===== src/rtl/vfd_modbus_command_sequencer_defines.svh =====
// assertion macros for the spindle drive command sequencer
// used by the top level only; no other dependencies
`ifndef VFD_MODBUS_COMMAND_SEQUENCER_DEFINES_SVH
`define VFD_MODBUS_COMMAND_SEQUENCER_DEFINES_SVH
`ifndef SYNTHESIS
`define VMCS_ASSERT_IMPL(label, clk, rst_n, prop, msg) \
  label: assert property (@(posedge clk) disable iff (!rst_n) prop) else $error(msg);
`define VMCS_ASSERT_NORST(label, clk, prop, msg) \
  label: assert property (@(posedge clk) prop) else $error(msg);
`else
`define VMCS_ASSERT_IMPL(label, clk, rst_n, prop, msg)
`define VMCS_ASSERT_NORST(label, clk, prop, msg)
`endif
`endif


===== src/rtl/vmcs_pkg.sv =====
// shared types and constants for the spindle drive command sequencer
// no dependencies
package vmcs_pkg;
  localparam int TableDepth = 16;
  localparam int IdxW = $clog2(TableDepth);
  localparam int CurW = IdxW + 1;

  typedef enum logic [2:0] {
    OP_START = 3'd0, OP_POWER = 3'd1, OP_RESP = 3'd2,
    OP_TICK = 3'd3, OP_SHUT = 3'd4, OP_LOAD = 3'd5
  } opcode_t;

  localparam logic [3:0] PH_NONE = 4'd0;
  localparam logic [3:0] PH_CONNECT = 4'd1;
  localparam logic [3:0] PH_MAXRD = 4'd2;
  localparam logic [3:0] PH_MAXFIX = 4'd3;
  localparam logic [3:0] PH_FSET = 4'd4;
  localparam logic [3:0] PH_FSETS = 4'd5;
  localparam logic [3:0] PH_STOP = 4'd6;
  localparam logic [3:0] PH_FWD = 4'd7;
  localparam logic [3:0] PH_REV = 4'd8;
  localparam logic [3:0] PH_FRD = 4'd9;
  localparam logic [3:0] PH_FRDS = 4'd10;
  localparam logic [3:0] PH_FRD6 = 4'd11;
  localparam logic [3:0] PH_STAT = 4'd12;
  localparam logic [3:0] PH_DISC = 4'd13;

  localparam logic [1:0] CMD_READ = 2'd0;
  localparam logic [1:0] CMD_WRITE = 2'd1;
  localparam logic [1:0] CMD_MWRITE = 2'd2;

  localparam logic [7:0] FailMax = 8'd255;
  localparam logic [7:0] SixWords = 8'd6;
  localparam logic [7:0] MeasWord = 8'd2;
  localparam logic [14:0] FullScale = 15'd32767;

  // requests from controller to datapath
  typedef enum logic [2:0] {
    DP_NONE, DP_SCALE, DP_MEAS
  } dp_op_t;

  typedef struct packed {
    logic     go;
    dp_op_t   op;
    logic [31:0] num;
    logic [15:0] den;
  } dp_cmd_t;

  typedef struct packed {
    logic        done;
    logic [31:0] quo;
  } dp_sts_t;

  typedef struct packed {
    logic [2:0]  opcode;
    logic [15:0] power;
    logic        resp_ok;
    logic [15:0] resp_value;
    logic [3:0]  entry_index;
    logic [3:0]  entry_kind;
    logic [15:0] entry_addr;
    logic [15:0] entry_value;
  } in_item_t;

  typedef struct packed {
    logic        cmd_valid;
    logic [1:0]  cmd_kind;
    logic [15:0] cmd_addr;
    logic [15:0] cmd_data;
    logic [15:0] power_out;
    logic [15:0] drive_status;
    logic [15:0] max_frequency;
    logic        link_down;
  } out_item_t;
endpackage


===== src/rtl/vmcs_divider.sv =====
// datapath: restoring divider for measurements, one quotient bit per cycle,
// and a short divide by full scale for frequency scaling; depends on vmcs_pkg
module vmcs_divider import vmcs_pkg::*; (
  input  logic    clk,
  input  logic    rst_n,
  input  dp_cmd_t cmd,
  output dp_sts_t sts
);
  logic [31:0] quo_r, quo_nxt;
  logic [16:0] rem_r, rem_nxt;
  logic [15:0] den_r, den_nxt;
  logic [5:0]  cnt_r, cnt_nxt;
  logic        run_r, run_nxt;
  logic        scale_r, scale_nxt;
  logic        done_r, done_nxt;
  logic [16:0] trial;
  logic [17:0] srem;
  logic [31:0] sq;

  // divide by 32767: x = q0 * 32767 + (x mod 32768 + q0), then correct
  always_comb begin
    srem = 18'(quo_r[14:0]) + 18'(quo_r[31:15]);
    sq = {15'd0, quo_r[31:15]};
    if (srem >= 18'd32767) sq = sq + 32'd1;
    if (srem >= 18'd65534) sq = sq + 32'd1;
    if (srem >= 18'd98301) sq = sq + 32'd1;
  end

  // shift in one numerator bit and try to subtract
  always_comb begin
    quo_nxt = quo_r;
    rem_nxt = rem_r;
    den_nxt = den_r;
    cnt_nxt = cnt_r;
    run_nxt = run_r;
    scale_nxt = 1'b0;
    done_nxt = 1'b0;
    trial = '0;
    if (cmd.go) begin
      quo_nxt = cmd.num;
      rem_nxt = '0;
      den_nxt = cmd.den;
      if (cmd.op == DP_SCALE) begin
        scale_nxt = 1'b1;
        run_nxt = 1'b0;
      end else begin
        cnt_nxt = 6'd32;
        run_nxt = 1'b1;
      end
    end else if (scale_r) begin
      quo_nxt = sq;
      done_nxt = 1'b1;
    end else if (run_r) begin
      trial = {rem_r[15:0], quo_r[31]};
      if (trial >= {1'b0, den_r}) begin
        rem_nxt = trial - {1'b0, den_r};
        quo_nxt = {quo_r[30:0], 1'b1};
      end else begin
        rem_nxt = trial;
        quo_nxt = {quo_r[30:0], 1'b0};
      end
      cnt_nxt = cnt_r - 6'd1;
      if (cnt_r == 6'd1) begin
        run_nxt = 1'b0;
        done_nxt = 1'b1;
      end
    end
  end

  always_ff @(posedge clk) begin
    quo_r <= quo_nxt;
    rem_r <= rem_nxt;
    den_r <= den_nxt;
    if (!rst_n) begin
      cnt_r <= '0;
      run_r <= 1'b0;
      scale_r <= 1'b0;
      done_r <= 1'b0;
    end else begin
      cnt_r <= cnt_nxt;
      run_r <= run_nxt;
      scale_r <= scale_nxt;
      done_r <= done_nxt;
    end
  end

  assign sts.done = done_r;
  assign sts.quo = quo_r;
endmodule


===== config.mk =====
export PLATFORM = sky130hd
export DESIGN_NAME = vmcs_divider
export DESIGN_NICKNAME = d
export VERILOG_FILES = /design/src/rtl/vfd_modbus_command_sequencer_defines.svh /design/src/rtl/vmcs_pkg.sv /design/src/rtl/vmcs_divider.sv
export SDC_FILE = /design/constraint.sdc
export NUM_CORES = 1
export LEC_CHECK = 0
export ABC_AREA = 1
export BUFFER_PORTS_ARGS = -buffer_cell sky130_fd_sc_hd__buf_2
export CAP_MARGIN = 10
export CORE_MARGIN = 2
export CORE_UTILIZATION = 25
export CTS_BUF_LIST = sky130_fd_sc_hd__clkbuf_4 sky130_fd_sc_hd__clkbuf_8 sky130_fd_sc_hd__clkbuf_16
export DETAILED_ROUTE_END_ITERATION = 8
export GPL_TIMING_DRIVEN = 0
export PLACE_DENSITY = 0.48
export REMOVE_ABC_BUFFERS = 1
export SLEW_MARGIN = 30
export SYNTH_ARGS = -nofsm -noshare
export SYNTH_HDL_FRONTEND = slang
export SYNTH_SLANG_ARGS = --single-unit
export TNS_END_PERCENT = 5

===== constraint.sdc =====
create_clock -name clk -period 5.6 [get_ports clk]
set_input_delay 0.84 -clock clk [delete_from_list [all_inputs] [get_ports clk]]
set_output_delay 0.84 -clock clk [all_outputs]
set_load 0.05 [all_outputs]

* After elaboration in Yosys (flattened, before gate mapping)
Cells that the tools add are included.
Storage, ports and cells: bits in registers 73, input port bits 54, output and inout port bits 33, logic and storage cells 50
Cells by class: add/subtract/negate cells 6, order comparisons 4, eq/ne operators 4, muxes and demuxes 21, bitwise gates (word level) 2, reduce and logical (&&, ||, !) cells 6
Operator list (count):
- $mux 32 | 5
- $add 32x1->32 const B | 2
- $mux 6 | 4
- $add 15x17->18 | 1
- $add 17x1->18 const B | 1
- $ge 18x15->1 const B | 1
- $ge 18x16->1 const B | 1
- $ge 18x17->1 const B | 1
- $mux 18 | 1
- $ge 17x16->1 | 1
- $mux 16 | 1
- $sub 16x16->16 | 1
- $mux 1 | 10
- $eq 6x1->1 const B | 1
- $sub 6x1->6 const B | 1
- $ne 2x2->1 const B | 2
- $reduce_and 2->1 | 2
- $eq 3x1->1 const B | 1
- $reduce_and 3->1 | 1
- $reduce_bool 3->1 | 1
- $not 1->1 | 2
- $reduce_bool 2->1 | 1
- $reduce_or 2->1 | 1

* Depth between registers and ports, before layout
Gate-level depths: netlist of the first run.
word-level depth 9, depth in mapped cells 33, mapped depth without buffers 33

* Worst setup path after synthesis of the first run
Ideal clock, no wire load.
kind flip-flop to flip-flop, from register quo_r[15], to register quo_r[14] (data pin), library setup time 0.258 ns, data arrival time 4.007 ns, required time 5.342 ns, path slack 1.336 ns, stages on the path, launching flop included 30, buffers on the path 0, period minus slack after synthesis 4.264 ns, cell sequence edfxtp_1 -> ha_1 -> fa_1 -> nand2_1 -> nand2_2 -> nand3b_4 -> nand2_2 -> nand3_1 -> nand2_1 -> nand2_1 -> nand3_1 -> nor2_4 -> nand2_4 -> nand2_8 -> nand2_2 -> nand2_2 -> inv_1 -> ha_1 -> nand2_1 -> o21ai_1 -> ha_1 -> nand3_1 -> nor2_1 -> nand2_1 -> nor2_2 -> nand2_2 -> nor2_4 -> nand3_1 -> nand3_1 -> nand2_1
Between the ends: longest elaborated chain between the ends 9, elaborated cells between the ends (all ways) 12, classes of those cells 4 x add/sub; 3 x order compare; 5 x mux
Ends and longest elaborated chain:
- from (decl) | line vmcs_divider.sv:9 | logic [31:0] quo_r, quo_nxt;
- from (signal assigned) | line vmcs_divider.sv:71 | quo_r <= quo_nxt;
- $add 15x17->18 | line vmcs_divider.sv:22 | srem = 18'(quo_r[14:0]) + 18'(quo_r[31:15]);
- $ge 18x15->1 | line vmcs_divider.sv:24 | if (srem >= 18'd32767) sq = sq + 32'd1;
- $mux 18 | line vmcs_divider.sv:24
- $add 32x1->32 | line vmcs_divider.sv:25 | if (srem >= 18'd65534) sq = sq + 32'd1;
- $mux 32 | line vmcs_divider.sv:25
- $add 32x1->32 | line vmcs_divider.sv:26 | if (srem >= 18'd98301) sq = sq + 32'd1;
- $mux 32 * | line vmcs_divider.sv:26
- $mux 32 * | line vmcs_divider.sv:50 | end else if (scale_r) begin
- $mux 32 * | line vmcs_divider.sv:39 | if (cmd.go) begin
- named net quo_nxt[14] | line vmcs_divider.sv:9
The timed path passes the listed nets; every way through them passes the cells marked *. A chain may end at the register's enable or synchronous reset.

* Worst setup path after layout of the first run
Same ends and word-level chain as after synthesis.

==> flow_summary.ini, run 1 <==
[outcome]
status = complete, no violations

[synth]
netlist_instances = 985
netlist_top_cells_area = edfxtp_1 (21%), nand2_1 (14%), inv_1 (7.5%)
async_flop_share_pct = 0
ys_ff_latch = 73
yosysMostFrequentCell = nand2_1
ys.flop_type = edfxtp_1
synth_edf_count = 48
synthTopCellsByCount = nand2_1 (256), inv_1 (136), nand3_1 (81)
synth_area_um2 = 6790
yosysTopAreaCell = edfxtp_1
yosys.area.top_type_share_pct = 21.2
yosys_warnings = 0
synth_cell_types = 46
synth.yosys.seq_area_share_pct = 28.6
avgSynthCellArea_um2 = 6.89

[place]
preCtsSetupSlack_ps = 684
portBuffers = 86
dp_hpwl_um = 16600
gp_congestion = 0.882
placedCellCount = 1393

[sta]
min_period_ps = 4910
worst_slack_ps = 689
whs_ps = 475
slew_violations = 0
tns_ps = 0
fmax_ghz = 0.204
setup_viol = 0
hold_violations = 0
finClkSkew_ps = 9.30
finalCritPeriodShare_pct = 87.7
worst_pin_slew_ps = 931
rsz0062_at_grt = no
slew_headroom_pct = 37.8

[power]
netSwitchingFraction_pct = 44.2
power_mw = 2.33
power.density_nw_per_um2 = 295
power.switching_mw = 1.03
pwr-share-comb_pct = 43.2
seqPwrFrac_pct = 29.0
vdd_ir_drop_max_mv = 0.139
p_leak_nw = 3.83
p_int_mw = 1.30
power_frac_clock_pct = 27.8

[worst_setup_path]
cpMaxStageDelayCell = edfxtp_1
cpPeakStageDelay_ps = 540
cpLargestDelayFamily = simple AND/OR/NAND/NOR gates
end_kind = register
critPathLaunchType = register
crit_type = register to register
required_ps = 5700
path_max_fanout = 19
cp.arrival_ps = 5010
cp_num_buf_inv = 1
timing.critical_path.mode_cell = nand2_1

[final_layout]
drive_gt1_share_pct = 18.4
nNetsFinal = 1155
final-instance-count-excl-fill = 1409
fillers = 2961
antennaDiodeCount = 0
syn_to_final_growth_pct = 16.5

[flow_run]
cap_violations = 0

[floorplan]
dieArea_um2 = 28500
start_util_pct = 25.3
ioPinCount = 87
die_y_um = 169
rows = 60
die_w_um = 169
fp.coreArea_um2 = 26800

[detailed_routing]
vias = 6477
drc = 0
drt-vias-per-instance = 4.60
drt-pass1-iter-count = 7
drtIter0Drc = 383
ant_nets = 0
wl_per_cell_um = 14.9
wl_um = 21000

[clock_network]
ctsHoldBuffers = 0
cts.path.max_buffers = 2
clkTransAtPathRegs_ps = 70
htreeDepth = 3
cts_sinks = 73
cts_tree = yes
insertion_delay_ps = 350
post_cts_resized = 0
cts_setup_buffers = 0
cts_root_buf = clkbuf_16
cts_buffers = 9

[global_route]
grt.overflow.total = 0
grt_max_degree = 46
grt_pass1_vias = 6171
grt.total_usage_pct = 14.8
grt_pass1_wl_um = 32900
antenna_found_initial = 0

[worst_hold_path]
hold_path_class = register to register
-- per-stage QoR --
step,utilization [%],cell area [um^2]
2_1_floorplan,-,6690
3_3_place_gp,28.2,7540
3_5_place_dp,28.3,7580
4_1_cts,29.5,7910
5_1_grt,29.5,7910
6_report,29.5,7910
-- sequential cells by signal, indices dropped and copies added, names as in the netlist --
signal   count
run_r        1
scale_r      1
done_r       1
quo_r       32
den_r       16
cnt_r        6
rem_r       16
-- area by class of cell --
class | instances | area, um^2 | share of cell area, %
tap | 341 | 427 | 5.40
timing repair buffer | 87 | 453 | 5.73
sequential | 73 | 1940 | 24.6
multi-input combinational | 745 | 4210 | 53.3
clock buffer | 10 | 250 | 3.16
inverter | 147 | 552 | 6.98
clock inverter | 6 | 72.6 | 0.918
-- placed cells by master (no fill, tap or decap), types with 9 or more instances in the layout --
master	count
nand2_1	255
dfxtp_1	25
nand4_1	14
ha_1	36
nand2_2	33
a21oi_1	60
buf_2	85
nand2_4	11
clkbuf_16	10
o21ai_0	50
nor3_1	14
nand3_1	81
nor2_1	70
nor2_4	9
nor2_2	12
a22oi_1	14
inv_1	135
edfxtp_1	48
inv_2	10
xor2_1	28
-- power groups by stage --
stage	logic, mW	registers (mW)	clock network (mW)
2_1_floorplan	0.691	0.755	0
3_3_place_gp	1.01	0.690	0
3_5_place_dp	1.01	0.689	0
4_1_cts	1.02	0.678	0.667
5_1_grt	1.13	0.683	0.685
6_report	1.01	0.677	0.647
-- worst min-delay path: cells and delay by family, from the launching register on --
family	cells	cell delay, ps
AOI/OAI and AO/OA	1	60
and+or+nand+nor	1	60
DFF	1	310
-- routing by layer --
layer | vias to the layer above | part of all wire (%) | routed length (um) | global-route usage (%)
met5 | - | 0 | 0 | 0
met4 | 0 | 0.63 | 132 | 2.77
met3 | 9 | 3.4 | 722 | 2.36
met2 | 108 | 49 | 10400 | 26.5
met1 | 2972 | 46 | 9740 | 18.8
li1 | 3388 | - | - | -
-- final timing paths --
path | startpoint | to | slack, ps | depth (start not counted)
max | quo_r[15]$_DFFE_PP_ | quo_r[14]$_DFFE_PP_ | 690 | 29
min | rem_r[15]$_SDFFE_PP0P_ | rem_r[15]$_SDFFE_PP0P_ | 480 | 2
min reg2reg | rem_r[15]$_SDFFE_PP0P_ | rem_r[15]$_SDFFE_PP0P_ | 480 | 2
max reg2reg | quo_r[15]$_DFFE_PP_ | quo_r[14]$_DFFE_PP_ | 690 | 29
-- cells by family (layout without fill, tap and decap cells) --
group	Yosys count	in the layout	share of synthesized area, %
XOR/XNOR	32	32	4.13
buffers and inverters	167	250	9.62
flip-flops	73	73	28.6
AO/OA/AOI/OAI	147	147	12.1
adder cells (fa/ha/maj)	38	38	7.22
AND/OR/NAND/NOR	528	528	38.4
Note: power is estimated with default switching activity, not from simulation.
==> run 2: changes to the inputs <==
MAX_ROUTING_LAYER = met4   (was unset)
==> run 2 against run 1 <==
Fmax is 0.42% lower; flip-flop and latch count is the same; design area shrank 0.27%; critical path type unchanged.
==> flow_summary.ini, run 2 (synthesis gave the netlist of run 1 again) <==
[floorplan]
start_util_pct = 25.3
die_w_um = 169
dieArea_um2 = 28500
ioPinCount = 87
rows = 60
die_y_um = 169
fp.coreArea_um2 = 26800

[detailed_routing]
wl_um = 21000
vias = 6412
drt-pass1-iter-count = 4
drtIter0Drc = 341
drt-vias-per-instance = 4.55
wl_per_cell_um = 14.9
drc = 0
ant_nets = 0

[place]
dp_hpwl_um = 16700
portBuffers = 86
preCtsSetupSlack_ps = 701
place_area_um2 = 7580
gp_congestion = 0.891

[worst_setup_path]
cpPeakStageDelay_ps = 540
cpMaxStageDelayCell = edfxtp_1
crit_type = register to register
cp.arrival_ps = 5020
path_max_fanout = 19
required_ps = 5690
end_kind = register
timing.critical_path.mode_cell = nand2_1
critPathLaunchType = register

[worst_hold_path]
hold_path_class = register to register

[global_route]
grt.total_usage_pct = 15.4
grt_pass1_wl_um = 33500
antenna_found_initial = 0
grt_pass1_vias = 6245
grt_max_degree = 46
grt.overflow.total = 0

[sta]
min_period_ps = 4930
tns_ps = 0
hold_violations = 0
finalCritPeriodShare_pct = 88.1
slew_headroom_pct = 42.4
finClkSkew_ps = 12.0
rsz0062_at_grt = no
worst_pin_slew_ps = 859
slew_violations = 0
fmax_ghz = 0.203
worst_slack_ps = 669
setup_viol = 0

[clock_network]
cts.path.max_buffers = 2
cts_sinks = 73
htreeDepth = 3
cts_setup_buffers = 0
cts_tree = yes
cts_root_buf = clkbuf_16
ctsHoldBuffers = 0
cts_buffers = 9
insertion_delay_ps = 350
clkTransAtPathRegs_ps = 60
post_cts_resized = 0

[power]
netSwitchingFraction_pct = 45.0
power.switching_mw = 1.03
pwr-share-comb_pct = 44.2
p_leak_nw = 3.81
power_frac_clock_pct = 26.1
vdd_ir_drop_max_mv = 0.145
seqPwrFrac_pct = 29.6
power.density_nw_per_um2 = 289
p_int_mw = 1.26

[final_layout]
reg_top3 = quo_r x32, den_r x16, rem_r x16
regMostFlops = quo_r
largest_register_ffs = 32
finish.instance_area_um2 = 7890
syn_to_final_growth_pct = 16.2
layout_common_cells = nand2_1 (254), inv_1 (135), buf_2 (85)
regArea_um2 = 1940
multi_input_area_um2 = 4210
drive_gt1_share_pct = 18.5
nNetsFinal = 1155
layout.cells.most_common = nand2_1
fillers = 2976
antennaDiodeCount = 0

[outcome]
status = complete, no violations

[flow_run]
cap_violations = 0
[run 2: per-layer routing]
metal | routed length, um | track usage (%) | vias to the layer above
li1 | - | - | 3379
met1 | 9730 | 19.4 | 2934
met2 | 10400 | 26.6 | 89
met3 | 684 | 2.06 | 10
met4 | 173 | 3.04 | 0
met5 | 0 | - | -
[run 2: area by class of cell]
type	count	area share [%]
multi-input combinational	745	53.4
tap	341	5.41
sequential	73	24.6
clock buffer	10	3.17
timing repair buffer	87	5.74
inverter	147	7.00
clock inverter	6	0.619
[run 2: metrics by stage]
step | std cells | utilization (%) | hold slack (ps) | power (mW)
CTS | 1409 | 29.4 | 475 | 2.32
floorplan | 965 | - | 439 | 1.45
detailed placement | 1393 | 28.3 | 464 | 1.70
global placement | 1392 | 28.2 | 460 | 1.70
finish | 1409 | 29.4 | 472 | 2.28
global route | 1409 | 29.4 | 496 | 2.46
[run 2: power by group through the flow]
| stage | logic (mW) | registers [mW] | clock network (mW) |
|---|---|---|---|
| floorplan | 0.691 | 0.755 | 0 |
| global placement | 1.01 | 0.690 | 0 |
| detailed placement | 1.01 | 0.689 | 0 |
| CTS | 1.02 | 0.678 | 0.622 |
| global route | 1.14 | 0.683 | 0.633 |
| finish | 1.01 | 0.676 | 0.596 |
[run 2: critical path, delay by kind of cell, from the launching register on]
| family | cells | cell delay (ps) |
|---|---|---|
| simple gates | 23 | 2630 |
| buf+inv | 1 | 60 |
| flops | 1 | 540 |
| fa+ha+maj | 4 | 1250 |
| compound gates | 1 | 150 |
[run 2: final timing paths]
kind	slack, ps	from	end	cells after the start
setup / recovery	670	quo_r[15]$_DFFE_PP_	quo_r[14]$_DFFE_PP_	29
hold / removal	470	rem_r[15]$_SDFFE_PP0P_	rem_r[15]$_SDFFE_PP0P_	2
setup reg to reg	670	quo_r[15]$_DFFE_PP_	quo_r[14]$_DFFE_PP_	29
hold reg to reg	470	rem_r[15]$_SDFFE_PP0P_	rem_r[15]$_SDFFE_PP0P_	2
==> run 3: changes to the inputs <==
ABC_AREA = unset   (was 1)
CORE_UTILIZATION = 44   (was 25)
PLACE_DENSITY = 0.71   (was 0.48)
==> run 3 against run 2 <==
First-iteration DRC count is 110% higher; register-to-register slack worse by 620 ps; clock power up 3%; synthesized cell count shrank 22%; synthesized area fell by 3.6%; die area decreased by 44%; fmax down 11%; critical path depth down 10; sequential power up 3%; utilization rose by 25 points; highest routed layer unchanged.
==> flow_summary.ini, run 3 <==
[final_layout]
finish.instance_area_um2 = 7950
reg_top3 = quo_r x32, den_r x16, rem_r x16
layout.cells.most_common = buf_2
regArea_um2 = 1940
fillers = 1343
syn_to_final_growth_pct = 21.4
layout_common_cells = buf_2 (85), nand2_1 (68), nor2_1 (55)
regMostFlops = quo_r
drive_gt1_share_pct = 24.4
largest_register_ffs = 32
antennaDiodeCount = 0
multi_input_area_um2 = 4470
nNetsFinal = 964
final-instance-count-excl-fill = 1061
final_util_pct = 54.7

[synth]
synth_top_family_by_area = compound AO/OA/AOI/OAI gates
synth_compound_area_share_pct = 26.8
ys.flop_type = edfxtp_1
synth.yosys.seq_area_share_pct = 29.7
synthTopCellsByCount = nand2_1 (69), nor2_1 (57), edfxtp_1 (48)
muxShareOfSynthArea_pct = 1.53
synthAdderAreaFrac_pct = 7.49
netlist_instances = 768
yosys.area_share.simple_pct = 22.9
async_flop_share_pct = 0
synth_area_um2 = 6550
yosys.area.top_type_share_pct = 22.0
synth_edf_count = 48
avgSynthCellArea_um2 = 8.53
yosys_warnings = 0
netlist_top_cells_area = edfxtp_1 (22%), dfxtp_1 (7.6%), ha_1 (6.9%)
yosysMostFrequentCell = nand2_1
yosysTopAreaCell = edfxtp_1
synth_cell_types = 86
synth-xor-area-share_pct = 6.75
ys_ff_latch = 73

[power]
vdd_ir_drop_max_mv = 0.182
p_leak_nw = 3.14
power_mw = 2.25
power.density_nw_per_um2 = 283

[sta]
tns_ps = 0
setup_viol = 0
rsz0062_at_grt = yes
fmax_ghz = 0.180
worst_pin_slew_ps = 836
slew_violations = 0
finalCritPeriodShare_pct = 99.1
hold_violations = 0
whs_ps = 476
worst_slack_ps = 47.9
finClkSkew_ps = 9.93
slew_headroom_pct = 44.0
min_period_ps = 5550

[place]
portBuffers = 86
preCtsSetupSlack_ps = -1560
place_area_um2 = 7130
dp_hpwl_um = 13400
gp_congestion = 0.923
placedCellCount = 999

[global_route]
grt_pass1_wl_um = 29700
grt.overflow.total = 0
grt_pass1_vias = 5784
antenna_found_initial = 0
grt.total_usage_pct = 23.8
grt_max_degree = 44

[worst_setup_path]
crit_type = register to register
cp.arrival_ps = 5650
end_kind = register
critPathLaunchType = register
path_max_fanout = 5
required_ps = 5700

[clock_network]
cts_root_buf = clkbuf_16
cts_sinks = 73
ctsHoldBuffers = 0
clkTransAtPathRegs_ps = 70
htreeDepth = 3
cts.path.max_buffers = 2
insertion_delay_ps = 350
cts_tree = yes
cts_buffers = 9

[detailed_routing]
wl_um = 19000
drc = 0
vias = 6433
drtIter0Drc = 733
drt-pass1-iter-count = 6
wl_met2_um = 8770
route.met3.wl_um = 1310
ant_nets = 0
wl_met1_um = 8510
wl_per_cell_um = 17.9
routed.top_layer = met4
drt-vias-per-instance = 6.06

[floorplan]
die_w_um = 126
dieArea_um2 = 15900
ioPinCount = 87
fp.coreArea_um2 = 14500
die_y_um = 126
start_util_pct = 45.0
rows = 44

[worst_hold_path]
hold_path_class = register to register

[outcome]
status = complete, no violations

[flow_run]
cap_violations = 0
[run 3: path summary, 6_finish.rpt]
check,startpoint,cells after the start,endpoint,slack (ps)
worst min register to register,rem_r[1]$_SDFFE_PP0P_,2,rem_r[1]$_SDFFE_PP0P_,480
worst max-delay path,quo_r[15]$_DFFE_PP_,19,quo_r[15]$_DFFE_PP_,50
worst min-delay path,rem_r[1]$_SDFFE_PP0P_,2,rem_r[1]$_SDFFE_PP0P_,480
worst max register to register,quo_r[15]$_DFFE_PP_,19,quo_r[15]$_DFFE_PP_,50
[run 3: layout make-up]
type / instances / share of cell area (%)
well taps: 184 / 2.90
inverters: 35 / 1.65
repair buffers: 136 / 10.9
clock buffers: 9 / 2.83
multi-input cells: 617 / 56.2
clock inverters: 7 / 1.04
flip-flops and latches: 73 / 24.5
[run 3: report_power, final]
group / switching (mW) / internal (mW) / leakage, nW
Combinational: 0.571 / 0.371 / 2.30
Clock: 0.258 / 0.354 / 0.152
Sequential: 0.0615 / 0.632 / 0.689
Total: 0.891 / 1.36 / 3.14
[run 3: kinds of logic (layout without fill, tap and decap cells)]
group | Yosys count | count (layout)
simple gates | 277 | 277
xor+xnor | 48 | 48
flops | 73 | 73
mux | 9 | 9
fa+ha+maj | 38 | 38
compound gates | 245 | 245
buf+inv | 78 | 187
[run 3: worst max-delay path: stages (launching register included)]
cell and delay (ps):
edfxtp_1 490, ha_4 220, fa_2 360, xnor2_1 160
a211oi_2 170, o2111a_1 230, nand4b_1 120, a2111o_1 430
or4_4 580, nand2_8 120, a21o_1 150, ha_1 150
a21boi_4 240, o211ai_4 110, or4_4 570, xor2_4 200
nand4_4 100, or4_4 490, mux2i_1 130, a221o_1 250
[run 3: what timing repair did]
action,CTS,global route
gates cloned,0,0
pin swaps,7,10
gates resized for setup,17,15
setup buffers,12,34
setup endpoints to repair,17,9
[run 3: layer usage]
metal	GRT usage, %	vias up
met2	36.7	244
met3	3.87	27
li1	-	3115
met4	7.43	0
met5	-	-
met1	32.2	3047
